## src/sv/ipv4_rhc_pkg.sv

```systemverilog
// Shared types and constants for the IPv4 receive header checker.
package ipv4_rhc_pkg;

    localparam int HDR_MIN_BYTES = 20;
    localparam logic [3:0]  IP_VERSION_4 = 4'd4;
    localparam logic [15:0] FRAG_MASK    = 16'h3FFF;
    localparam logic [31:0] ADDR_ALL_ONES = 32'hFFFF_FFFF;
    localparam logic [15:0] SUM_GOOD     = 16'hFFFF;

    localparam logic [31:0] LOCAL_ADDR_RESET  = 32'h0A00_020F;
    localparam logic [31:0] SUBNET_MASK_RESET = 32'hFFFF_FF00;

    localparam logic [7:0] PROTO_ICMP = 8'd1;
    localparam logic [7:0] PROTO_TCP  = 8'd6;
    localparam logic [7:0] PROTO_UDP  = 8'd17;

    typedef enum logic [2:0] {
        VERDICT_DELIVERED   = 3'd0,
        VERDICT_TRUNCATED   = 3'd1,
        VERDICT_BAD_VERSION = 3'd2,
        VERDICT_BAD_CSUM    = 3'd3,
        VERDICT_FRAGMENT    = 3'd4,
        VERDICT_NOT_FOR_US  = 3'd5
    } verdict_t;

    typedef enum logic [1:0] {
        CLASS_ICMP  = 2'd0,
        CLASS_UDP   = 2'd1,
        CLASS_TCP   = 2'd2,
        CLASS_OTHER = 2'd3
    } proto_class_t;

    typedef enum logic {
        REG_LOCAL_ADDR  = 1'b0,
        REG_SUBNET_MASK = 1'b1
    } cfg_reg_t;

    // Header summary of one packet, handed from the parser to the checker.
    typedef struct packed {
        logic [15:0] pkt_len;
        logic [7:0]  ver_ihl;
        logic [15:0] csum;
        logic [15:0] total_len;
        logic [15:0] frag;
        logic [7:0]  proto;
        logic [31:0] src;
        logic [31:0] dst;
    } hdr_rec_t;

endpackage

```

## src/sv/ipv4_rhc_judge.sv

```systemverilog
// Back end: holds configuration, forms the verdict and drives the result register.
module ipv4_rhc_judge
    import ipv4_rhc_pkg::*;
(
    input  logic        clk,
    input  logic        rst_n,
    input  logic        cfg_valid,
    output logic        cfg_ready,
    input  logic        cfg_index,
    input  logic [31:0] cfg_data,
    input  logic        rec_valid,
    input  hdr_rec_t    rec,
    output logic        rec_pop,
    output logic        m_tvalid,
    input  logic        m_tready,
    output logic [95:0] m_tdata,  // protocol_num, source_addr, dest_addr, header_bytes,
                                  // payload_bytes, zero pad
    output logic [5:0]  m_tuser   // verdict, proto_class, is_broadcast
);

    logic [31:0]  local_addr_reg;
    logic [31:0]  subnet_mask_reg;
    logic         valid_reg;
    verdict_t     verdict_reg, verdict_next;
    proto_class_t class_reg, class_next;
    logic [7:0]   proto_reg, proto_next;
    logic         bcast_reg, bcast_next;
    logic [31:0]  src_reg, src_next;
    logic [31:0]  dst_reg, dst_next;
    logic [5:0]   hdr_reg, hdr_next;
    logic [15:0]  pay_reg, pay_next;
    logic [31:0]  dir_bcast;
    logic [15:0]  ihl16;
    logic         is_b;
    verdict_t     verdict;
    proto_class_t pclass;

    assign cfg_ready = 1'b1;
    assign rec_pop   = rec_valid && (!valid_reg || m_tready);

    always_ff @(posedge clk or negedge rst_n)
    begin
        if (!rst_n)
        begin
            local_addr_reg  <= LOCAL_ADDR_RESET;
            subnet_mask_reg <= SUBNET_MASK_RESET;
        end
        else if (cfg_valid)
        begin
            case (cfg_reg_t'(cfg_index))
                REG_LOCAL_ADDR:  local_addr_reg  <= cfg_data;
                REG_SUBNET_MASK: subnet_mask_reg <= cfg_data;
                default: ;
            endcase
        end
    end

    always_comb
    begin
        ihl16     = {10'd0, rec.ver_ihl[3:0], 2'b00};
        dir_bcast = (local_addr_reg & subnet_mask_reg) | ~subnet_mask_reg;
        is_b      = (rec.dst == ADDR_ALL_ONES) || (rec.dst == dir_bcast);

        // checks in priority order
        if (rec.pkt_len < 16'(HDR_MIN_BYTES))
            verdict = VERDICT_TRUNCATED;
        else if (rec.ver_ihl[7:4] != IP_VERSION_4)
            verdict = VERDICT_BAD_VERSION;
        else if (ihl16 < 16'(HDR_MIN_BYTES) || ihl16 > rec.pkt_len)
            verdict = VERDICT_TRUNCATED;
        else if (rec.csum != SUM_GOOD)
            verdict = VERDICT_BAD_CSUM;
        else if (rec.total_len < ihl16 || rec.total_len > rec.pkt_len)
            verdict = VERDICT_TRUNCATED;
        else if ((rec.frag & FRAG_MASK) != 16'd0)
            verdict = VERDICT_FRAGMENT;
        else if (rec.dst != local_addr_reg && !is_b)
            verdict = VERDICT_NOT_FOR_US;
        else
            verdict = VERDICT_DELIVERED;

        case (rec.proto)
            PROTO_ICMP: pclass = CLASS_ICMP;
            PROTO_UDP:  pclass = CLASS_UDP;
            PROTO_TCP:  pclass = CLASS_TCP;
            default:    pclass = CLASS_OTHER;
        endcase

        verdict_next = verdict;
        if (verdict == VERDICT_DELIVERED)
        begin
            class_next = pclass;
            proto_next = rec.proto;
            bcast_next = is_b;
            src_next   = rec.src;
            dst_next   = rec.dst;
            hdr_next   = ihl16[5:0];
            pay_next   = rec.total_len - ihl16;
        end
        else
        begin
            // rejected packets carry nothing but the verdict
            class_next = CLASS_ICMP;
            proto_next = '0;
            bcast_next = 1'b0;
            src_next   = '0;
            dst_next   = '0;
            hdr_next   = '0;
            pay_next   = '0;
        end
    end

    always_ff @(posedge clk or negedge rst_n)
    begin
        if (!rst_n)
        begin
            valid_reg <= 1'b0;
        end
        else if (rec_pop)
        begin
            valid_reg <= 1'b1;
        end
        else if (m_tready)
        begin
            valid_reg <= 1'b0;
        end
    end

    always_ff @(posedge clk)
    begin
        if (rec_pop)
        begin
            verdict_reg <= verdict_next;
            class_reg   <= class_next;
            proto_reg   <= proto_next;
            bcast_reg   <= bcast_next;
            src_reg     <= src_next;
            dst_reg     <= dst_next;
            hdr_reg     <= hdr_next;
            pay_reg     <= pay_next;
        end
    end

    assign m_tvalid = valid_reg;
    assign m_tdata  = {2'b00, pay_reg, hdr_reg, dst_reg, src_reg, proto_reg};
    assign m_tuser  = {bcast_reg, class_reg, verdict_reg};

    a_reject_zeroed: assert property (@(posedge clk) disable iff (!rst_n)
        (valid_reg && verdict_reg != VERDICT_DELIVERED) |->
            (src_reg == 32'd0 && dst_reg == 32'd0 && pay_reg == 16'd0 && !bcast_reg))
        else $error("rejected result carries header fields");

    a_no_pop_when_blocked: assert property (@(posedge clk) disable iff (!rst_n)
        (valid_reg && !m_tready) |-> !rec_pop)
        else $error("result overwritten while stalled");

endmodule

```

## config.mk

```make
export PLATFORM = sky130hd
export DESIGN_NAME = ipv4_rhc_judge
export DESIGN_NICKNAME = d
export VERILOG_FILES = /design/src/sv/ipv4_rhc_pkg.sv /design/src/sv/ipv4_rhc_judge.sv
export SDC_FILE = /design/constraint.sdc
export NUM_CORES = 1
export LEC_CHECK = 0
export ABC_AREA = 1
export ABC_CLOCK_PERIOD_IN_PS = 30800
export BUFFER_PORTS_ARGS = -buffer_cell sky130_fd_sc_hd__buf_2
export CAP_MARGIN = 25
export CORE_UTILIZATION = 45
export DETAILED_ROUTE_END_ITERATION = 8
export PLACE_DENSITY = 0.72
export SYNTH_ARGS = -nofsm -noshare
export SYNTH_HDL_FRONTEND = slang
export SYNTH_SLANG_ARGS = --single-unit
```

## constraint.sdc

```tcl
create_clock -name clk -period 30.8 [get_ports clk]
set_input_delay 9.24 -clock clk [delete_from_list [all_inputs] [get_ports clk]]
set_output_delay 9.24 -clock clk [all_outputs]
set_load 0.01 [all_outputs]
```

# == Word-level counts from Yosys, hierarchy flattened ==
# Index checks and enable logic that the tools add are counted.
# W data, S select, Z words.
# word_totals
regBits,165
inputBits,182
output_inout_bits,105
elab_cells,53
# op_classes
add_sub_neg,1
order_cmp,5
n_eq_ne,8
n_mux,10
n_bitwise,4
reduce_logical,13
# ops
op,count
$and A32 B32 Y32,1
$eq A32 B32 Y1,1
$eq A32 B32 Y1 const B,1
$ne A32 B32 Y1,1
$not A32 Y32,1
$or A32 B32 Y32,1
$mux W3,7
$gt A16 B16 Y1,1
$gt A6 B16 Y1,1
$lt A16 B5 Y1 const B,1
$lt A16 B6 Y1,1
$ne A16 B16 Y1 const B,1
$reduce_bool A16 Y1,1
$sub A16 B6 Y16,1
$eq A8 B1 Y1 const B,1
$eq A8 B3 Y1 const B,1
$eq A8 B5 Y1 const B,1
$lt A6 B5 Y1 const B,1
$pmux W2 S3,1
$logic_or A1 B1 Y1,4
$ne A4 B3 Y1 const B,1
$reduce_and A2 Y1,2
$logic_not A3 Y1,1
$logic_and A1 B1 Y1,2
4 further kinds,6

# == Longest topological paths before layout ==
# Gate-level depths: netlist of the first run.
# logic_depth
ltp_word,14
ltp_mapped,20
depth_no_buf,18

# == Least setup slack after synthesis of the first run ==
# No wires, ideal clock.
# synth_timing
path_type,input -> output
from,input rec_valid
to,output rec_pop
arrival_time_ns,14.152
t_required_ns,21.560
path_slack_ns,7.408
path_stages,2
n_path_buf,0
path_cell_list,inv_1 -> a21oi_1
# synth_between
elab_chain_len,1
# synth_rtl
element,line_no,source
"start, declared",ipv4_rhc_judge.sv:11,"input logic rec_valid,"
$logic_and A1 B1 Y1,ipv4_rhc_judge.sv:39,assign rec_pop = rec_valid && (!valid_reg || m_tready);
"end, declared",ipv4_rhc_judge.sv:13,"output logic rec_pop,"
# Every way passes these cells.

# == Final worst setup path of the first run ==
# layout_timing
from,input m_tready
to,output rec_pop
# layout_between
elab_chain_len,2
# layout_rtl
element,line_no,source
"start, declared",ipv4_rhc_judge.sv:15,"input logic m_tready,"
$logic_or A1 B1 Y1,ipv4_rhc_judge.sv:39,
$logic_and A1 B1 Y1,ipv4_rhc_judge.sv:39,
# Every way passes these cells.

==> results of run 1 <==
[layer usage]
metal	routed length, um	vias up	GRT usage [%]
met3	1910	20	5.46
met5	27	-	0
met1	9650	3513	28.0
met4	268	4	5.38
met2	11300	301	38.1
li1	-	3928	-
[worst max-delay path, stage by stage]
cell                      delay (ns)
sky130_fd_sc_hd__buf_2          0.07
sky130_fd_sc_hd__inv_1          0.06
sky130_fd_sc_hd__a21oi_4        0.17
sky130_fd_sc_hd__buf_2          0.21
[metrics by stage]
stage	util [%]	area, um2	instances
after floorplan	-	9090	1055
final	57.1	11200	1602
after global routing	57.1	11200	1601
after CTS	57.1	11200	1600
after detailed placement	54.3	10600	1568
after global placement	54.3	10600	1568
[cells by family after synthesis]
kind of cell / count (synthesis)
other: 2
AND/OR/NAND/NOR: 523
flip-flops: 163
adder cells (fa/ha/maj): 25
AO/OA/AOI/OAI: 86
XOR/XNOR: 14
buffers and inverters: 239
[power by group through the flow]
stage | Sequential, W | Clock (W) | Combinational [W]
global route | 0.000264 | 0.000213 | 0.0000968
floorplan | 0.000268 | 0 | 0.0000483
finish | 0.000262 | 0.000200 | 0.0000849
detailed placement | 0.000266 | 0 | 0.0000849
global placement | 0.000265 | 0 | 0.0000832
CTS | 0.000262 | 0.000205 | 0.0000853
[cell usage in the layout (no fill, tap or decap), types with 2 or more instances in the layout]
cell type | synthesis | final
sky130_fd_sc_hd__nor2_1 | 50 | 50
sky130_fd_sc_hd__buf_4 | 7 | 7
sky130_fd_sc_hd__dfrtp_1 | 34 | 34
sky130_fd_sc_hd__clkbuf_16 | 0 | 17
sky130_fd_sc_hd__nand2_4 | 0 | 2
sky130_fd_sc_hd__buf_2 | 7 | 279
sky130_fd_sc_hd__a21oi_1 | 13 | 12
sky130_fd_sc_hd__xnor2_1 | 9 | 9
sky130_fd_sc_hd__nor3_1 | 42 | 42
sky130_fd_sc_hd__nor3_2 | 62 | 62
sky130_fd_sc_hd__xor2_1 | 5 | 5
sky130_fd_sc_hd__inv_1 | 192 | 192
sky130_fd_sc_hd__nand2_1 | 279 | 279
sky130_fd_sc_hd__ha_1 | 24 | 24
sky130_fd_sc_hd__inv_2 | 9 | 9
sky130_fd_sc_hd__conb_1 | 2 | 5
sky130_fd_sc_hd__clkinv_2 | 0 | 3
sky130_fd_sc_hd__nand4_1 | 35 | 35
sky130_fd_sc_hd__nand3_1 | 42 | 42
sky130_fd_sc_hd__nor4_1 | 9 | 9
sky130_fd_sc_hd__inv_6 | 0 | 7
sky130_fd_sc_hd__dfstp_2 | 31 | 31
sky130_fd_sc_hd__diode_2 | 0 | 2
sky130_fd_sc_hd__clkinvlp_4 | 0 | 3
sky130_fd_sc_hd__o21ai_0 | 69 | 69
sky130_fd_sc_hd__edfxtp_1 | 98 | 98
[cell type report]
type	count	area, um2
multi-input cells	653	3500
diodes	2	5.00
clock buffers	17	425
clock inverters	15	119
inverters	201	754
flip-flops and latches	163	4610
fillers	1792	8400
well taps	265	332
repair buffers	286	1450
[path summary, 6_finish.rpt]
check / start / end / slack (ns) / cells past startpoint
hold / removal: local_addr_reg[1] / local_addr_reg[1] / 0.50 / 2
setup reg to reg: local_addr_reg[9] / src_reg[21] / 27.73 / 16
setup / recovery: m_tready / rec_pop / 11.80 / 4
min in group asynchronous: rst_n / local_addr_reg[16] / 9.00 / 2
hold reg to reg: local_addr_reg[1] / local_addr_reg[1] / 0.50 / 2
max in group asynchronous: rst_n / local_addr_reg[4] / 21.23 / 2
==> PnR_summary.wiki, run 1 <==
{| class="wikitable"
! Metric !! Value
|-
| Starting density of the core || 46.4%
|-
| Worst Skew || 0.0107 ns
|-
| Global-route congestion overflow total || 0
|-
| Total track usage || 22.2%
|-
| Number of rows created at floorplan || 51
|-
| Dominant cells by area after synthesis || sky130_fd_sc_hd__edfxtp_1, sky130_fd_sc_hd__nand2_1, sky130_fd_sc_hd__dfrtp_1
|-
| Area fraction of the dominant cell type after synthesis || 32.4%
|-
| Layout Area Growth over Synthesis || 23.2%
|-
| Die Area || 20800 um2
|-
| Ranking of synthesized cells by instance count || sky130_fd_sc_hd__nand2_1, sky130_fd_sc_hd__inv_1, sky130_fd_sc_hd__edfxtp_1, sky130_fd_sc_hd__o21ai_0, sky130_fd_sc_hd__nor3_2
|-
| Data required time of the critical path || 21.56 ns
|-
| WL per Instance || 14.4 um
|-
| Final Hold Violating Endpoints || 0
|-
| Register bit total from synthesis || 163
|-
| Asr flop ratio synth || 39.9%
|-
| CP Data Arrival Time || 9.76 ns
|-
| Latest clock arrival within the worst-skew pair || 0.43 ns
|-
| Switching power summed over all nets || 0.000158 W
|-
| Final-report setup violation count || 0
|-
| Post-detailed-route DRC marker count || 0
|-
| Count of hold-fix buffers inserted at cts || 0
|-
| Number of slew-limit violations in the final report || 0
|-
| Relative contribution of sequential cells to total power || 47.9%
|-
| Worst vdd rail ir drop || 0.0369 mV
|-
| Pin count of the biggest net entering global routing || 66
|-
| Yosys synthesis warning count || 0
|-
| Setup CP Type || in2out
|-
| Sort of element at the start of the critical path || primary input
|-
| Post-synthesis cell count || 1052
|-
| Total clock buffers created by CTS || 17
|-
| First-pass GRT wire length || 34600 um
|-
| Clock transition time at the flip-flop clock pins of the worst setup and hold paths || 0.07 ns
|-
| Clock period minus final worst setup slack || 19.00 ns
|-
| Maximum fanout along the worst path || 2
|-
| Clock Sink Count || 163
|-
| Share of layout cells above drive strength 1 || 31.8%
|-
| RSZ-0062 raised after global routing || false
|-
| TritonCTS clock tree || done
|-
| Critical path endpoint category || primary output
|-
| Post-Syn Area || 9080 um2
|-
| Initial antenna violation count || 4
|-
| Compound-gate portion of the synthesized area || 4.84%
|-
| ANT nets after route || 0
|-
| Multiplexer share of the synthesized area || 0%
|-
| Seq/Total Area, Yosys || 50.7%
|-
| Cells resized by post-CTS repair || 0
|-
| Number of global-route vias before repair || 6919
|-
| Proportion of total power due to net switching || 28.8%
|-
| Comb power frac || 15.5%
|-
| Vias per cell || 4.85
|-
| Max Clock Freq || 52.6 MHz
|-
| Post-route worst hold slack || 0.499 ns
|-
| Clock share of power || 36.6%
|-
| Floorplan Core Area || 19600 um2
|-
| GPL Wtd Cong || 0.909
|-
| Root buffer cell || sky130_fd_sc_hd__clkbuf_16
|-
| Worst slew pin tran || 0.854 ns
|-
| Final worst slack || 11.80 ns
|-
| Number of unique standard cell types used by synthesis || 29
|-
| Basic-gate share of the synthesized area counting and, or, nand and nor cells || 28.4%
|-
| Prevailing post-synth register cell || sky130_fd_sc_hd__edfxtp_1
|-
| Leakage power summed over all cells || 5.50 nW
|-
| Count of input and output buffers || 279
|-
| Placed wire-length estimate || 17200 um
|-
| Combinational family with the most area after synthesis || simple AND/OR/NAND/NOR gates
|-
| Width of the chip || 144 um
|-
| Post-synthesis adder-cell area fraction || 3.53%
|-
| Clock Path Buffers || 2
|-
| Final cycle utilization of the critical path || 61.7%
|-
| Int Power || 0.000389 W
|-
| Number of enable-type register cells in the synthesized netlist || 98
|-
| Power density over the cells || 48.9 nW/um2
|-
| Final net count || 1529
|-
| Post-CTS repair timing setup buffer count || 0
|-
| XOR/XNOR Fraction of Synth Area || 1.35%
|-
| Worst-case headroom to the max-slew limit || 43.1%
|-
| Setup total negative slack || 0 ns
|-
| Depth of the CTS H-tree || 4
|-
| Number of ports placed on the die boundary || 287
|-
| Drt first-iter violations || 523
|-
| Worst slack, placed || 11.77 ns
|-
| Y dimension of the die || 144 um
|-
| Routed wire length || 23100 um
|-
| Cell with the most instances after synthesis || sky130_fd_sc_hd__nand2_1
|-
| Most area-hungry cell type in the Yosys netlist || sky130_fd_sc_hd__edfxtp_1
|-
| Run status || finished, final reports clean
|-
| Mean instance size in the synthesized netlist || 8.63 um2
|-
| Number of violations of the max-capacitance limit || 0
|-
| Class of the worst hold path || reg2reg
|-
| Power after layout || 0.000547 W
|-
| Count of vias placed by the detailed router || 7766
|-
| Total iterations of the first detailed-routing run || 6
|}
No activity file was read; power rests on OpenSTA's default activity.
==> inputs of run 2 (changes only) <==
--- a/config.mk
+++ b/config.mk
@@ -6,7 +6,7 @@
 export NUM_CORES = 1
 export LEC_CHECK = 0
 export ABC_AREA = 1
-export ABC_CLOCK_PERIOD_IN_PS = 30800
+export ABC_CLOCK_PERIOD_IN_PS = 18900
 export BUFFER_PORTS_ARGS = -buffer_cell sky130_fd_sc_hd__buf_2
 export CAP_MARGIN = 25
 export CORE_UTILIZATION = 45
==> constraint.sdc (replaced) <==
create_clock -name clk -period 18.9 [get_ports clk]
set_input_delay 5.67 -clock clk [delete_from_list [all_inputs] [get_ports clk]]
set_output_delay 5.67 -clock clk [all_outputs]
set_load 0.01 [all_outputs]
==> run 2 against run 1 <==
Compared with the run above: die area unchanged; first-iteration DRC count down 17%; sequential power rose by 63%; largest power group unchanged; clock power increased by 87%; critical path depth did not move; register-to-register slack got worse by 12 ns.
==> PnR_summary.wiki, run 2 (synthesis gave the netlist of run 1 again) <==
{| class="wikitable"
! Metric !! Value
|-
| Number of ports placed on the die boundary || 287
|-
| Number of rows created at floorplan || 51
|-
| Global-route congestion overflow total || 0
|-
| Final-report setup violation count || 0
|-
| Die Area || 20800 um2
|-
| Number of global-route vias before repair || 7199
|-
| Clock Sink Count || 163
|-
| Setup total negative slack || 0 ns
|-
| Met2 global-route usage || 38.4%
|-
| First-pass GRT wire length || 35600 um
|-
| Initial antenna violation count || 3
|-
| Count of vias placed by the detailed router || 7774
|-
| Count of hold-fix buffers inserted at cts || 0
|-
| Post-route worst hold slack || 0.500 ns
|-
| Starting density of the core || 46.4%
|-
| Total clock buffers created by CTS || 17
|-
| Share of layout cells above drive strength 1 || 31.7%
|-
| Number of violations of the max-capacitance limit || 0
|-
| Clock Path Buffers || 2
|-
| GPL Wtd Cong || 0.905
|-
| TritonCTS clock tree || done
|-
| Worst-case headroom to the max-slew limit || 44.6%
|-
| Latest clock arrival within the worst-skew pair || 0.43 ns
|-
| Layout Area Growth over Synthesis || 24.1%
|-
| Most frequent cells in the layout || sky130_fd_sc_hd__nand2_1, sky130_fd_sc_hd__buf_2, sky130_fd_sc_hd__inv_1
|-
| Worst slew pin tran || 0.831 ns
|-
| Run status || finished, final reports clean
|-
| Class of the worst hold path || reg2reg
|-
| Depth of the CTS H-tree || 4
|-
| WL per Instance || 14.5 um
|-
| Routed wire length || 23100 um
|-
| Clock transition time at the flip-flop clock pins of the worst setup and hold paths || 0.07 ns
|-
| Count of input and output buffers || 279
|-
| RSZ-0062 raised after global routing || false
|-
| Clock share of power || 39.7%
|-
| Post-detailed-route DRC marker count || 0
|-
| Placed wire-length estimate || 17200 um
|-
| Data required time of the critical path || 13.23 ns
|-
| Switching power summed over all nets || 0.000252 W
|-
| Post-CTS repair timing setup buffer count || 0
|-
| Root buffer cell || sky130_fd_sc_hd__clkbuf_16
|-
| Placed insts || 1568
|-
| Met3 Usage GRT || 5.20%
|-
| Power density over the cells || 83.2 nW/um2
|-
| Filler-free cell count of the finished design || 1601
|-
| Filler Cells Inserted || 1792
|-
| Total iterations of the first detailed-routing run || 6
|-
| Leakage power summed over all cells || 5.54 nW
|-
| Relative contribution of sequential cells to total power || 45.5%
|-
| Final net count || 1529
|-
| Grt peak-use layer || met2
|-
| Met1 Resource Use GR || 28.3%
|-
| Vias per cell || 4.86
|-
| Sort of element at the start of the critical path || primary input
|-
| Floorplan Core Area || 19600 um2
|-
| Int Power || 0.000686 W
|-
| Comb power frac || 14.8%
|-
| Number of slew-limit violations in the final report || 0
|-
| Final Hold Violating Endpoints || 0
|-
| Final cycle utilization of the critical path || 62.7%
|-
| Critical path endpoint category || primary output
|-
| Worst Skew || 0.0150 ns
|-
| Worst vdd rail ir drop || 0.0610 mV
|-
| Total track usage || 22.6%
|-
| CP Data Arrival Time || 6.18 ns
|-
| Clock period minus final worst setup slack || 11.85 ns
|-
| Y dimension of the die || 144 um
|-
| Worst slack, placed || 7.02 ns
|-
| Maximum fanout along the worst path || 2
|-
| Width of the chip || 144 um
|-
| ANT nets after route || 0
|-
| Power after layout || 0.000938 W
|-
| Proportion of total power due to net switching || 26.9%
|-
| Cells resized by post-CTS repair || 0
|-
| Setup CP Type || in2out
|-
| Drt first-iter violations || 436
|-
| Pin count of the biggest net entering global routing || 66
|-
| Final worst slack || 7.05 ns
|-
| Max Clock Freq || 84.4 MHz
|}
run 2: changes by cell type in the layout (fill, tap and decap cells not counted):
cell                         before  now
sky130_fd_sc_hd__bufinv_16        0    4
sky130_fd_sc_hd__diode_2          2    1
sky130_fd_sc_hd__clkinv_2         3    2
sky130_fd_sc_hd__clkinvlp_4       3    2
sky130_fd_sc_hd__clkinv_1         0    1
sky130_fd_sc_hd__inv_6            7    3
sky130_fd_sc_hd__clkinv_4         1    2
run 2: area by class of cell:
type / count / area [um2] / share of cell area (%)
Sequential cell: 163 / 4610 / 40.9
Multi-Input combinational cell: 653 / 3500 / 31.0
Timing Repair Buffer: 286 / 1450 / 12.9
Inverter: 201 / 754 / 6.69
Clock buffer: 17 / 425 / 3.77
Tap cell: 265 / 332 / 2.94
Clock inverter: 15 / 204 / 1.81
Antenna cell: 1 / 2.50 / 0.0222
run 2: per-stage QoR:
step           utilization (%)  cell area, um2
6_report                  57.5           11300
2_1_floorplan                -            9090
4_1_cts                   57.5           11300
5_1_grt                   57.5           11300
3_3_place_gp              54.3           10600
3_5_place_dp              54.3           10600
run 2: worst paths after layout:
kind	slack (ns)	from	depth (start not counted)	to
setup reg to reg	15.81	local_addr_reg[9]	16	src_reg[18]
hold reg to reg	0.50	subnet_mask_reg[16]	2	subnet_mask_reg[16]
max in group asynchronous	12.93	rst_n	2	subnet_mask_reg[1]
hold / removal	0.50	subnet_mask_reg[16]	2	subnet_mask_reg[16]
setup / recovery	7.05	m_tready	4	rec_pop
min in group asynchronous	5.43	rst_n	2	local_addr_reg[22]
run 2: worst max-delay path, stage by stage:
cell	delay [ns]
sky130_fd_sc_hd__buf_2	0.07
sky130_fd_sc_hd__inv_1	0.06
sky130_fd_sc_hd__a21oi_4	0.16
sky130_fd_sc_hd__buf_2	0.22
run 2: routing by layer:
layer  vias up  routed length [um]
met5         -                  27
met4         4                 398
met3        31                1780
met2       289               11300
met1      3528                9650
li1       3922                   -
run 2: power groups by stage:
stage,sequential (W),combinational [W],clock (W)
floorplan,0.000437,0.0000786,0
global placement,0.000433,0.000135,0
detailed placement,0.000433,0.000138,0
CTS,0.000427,0.000140,0.000378
global route,0.000431,0.000159,0.000391
finish,0.000427,0.000139,0.000373
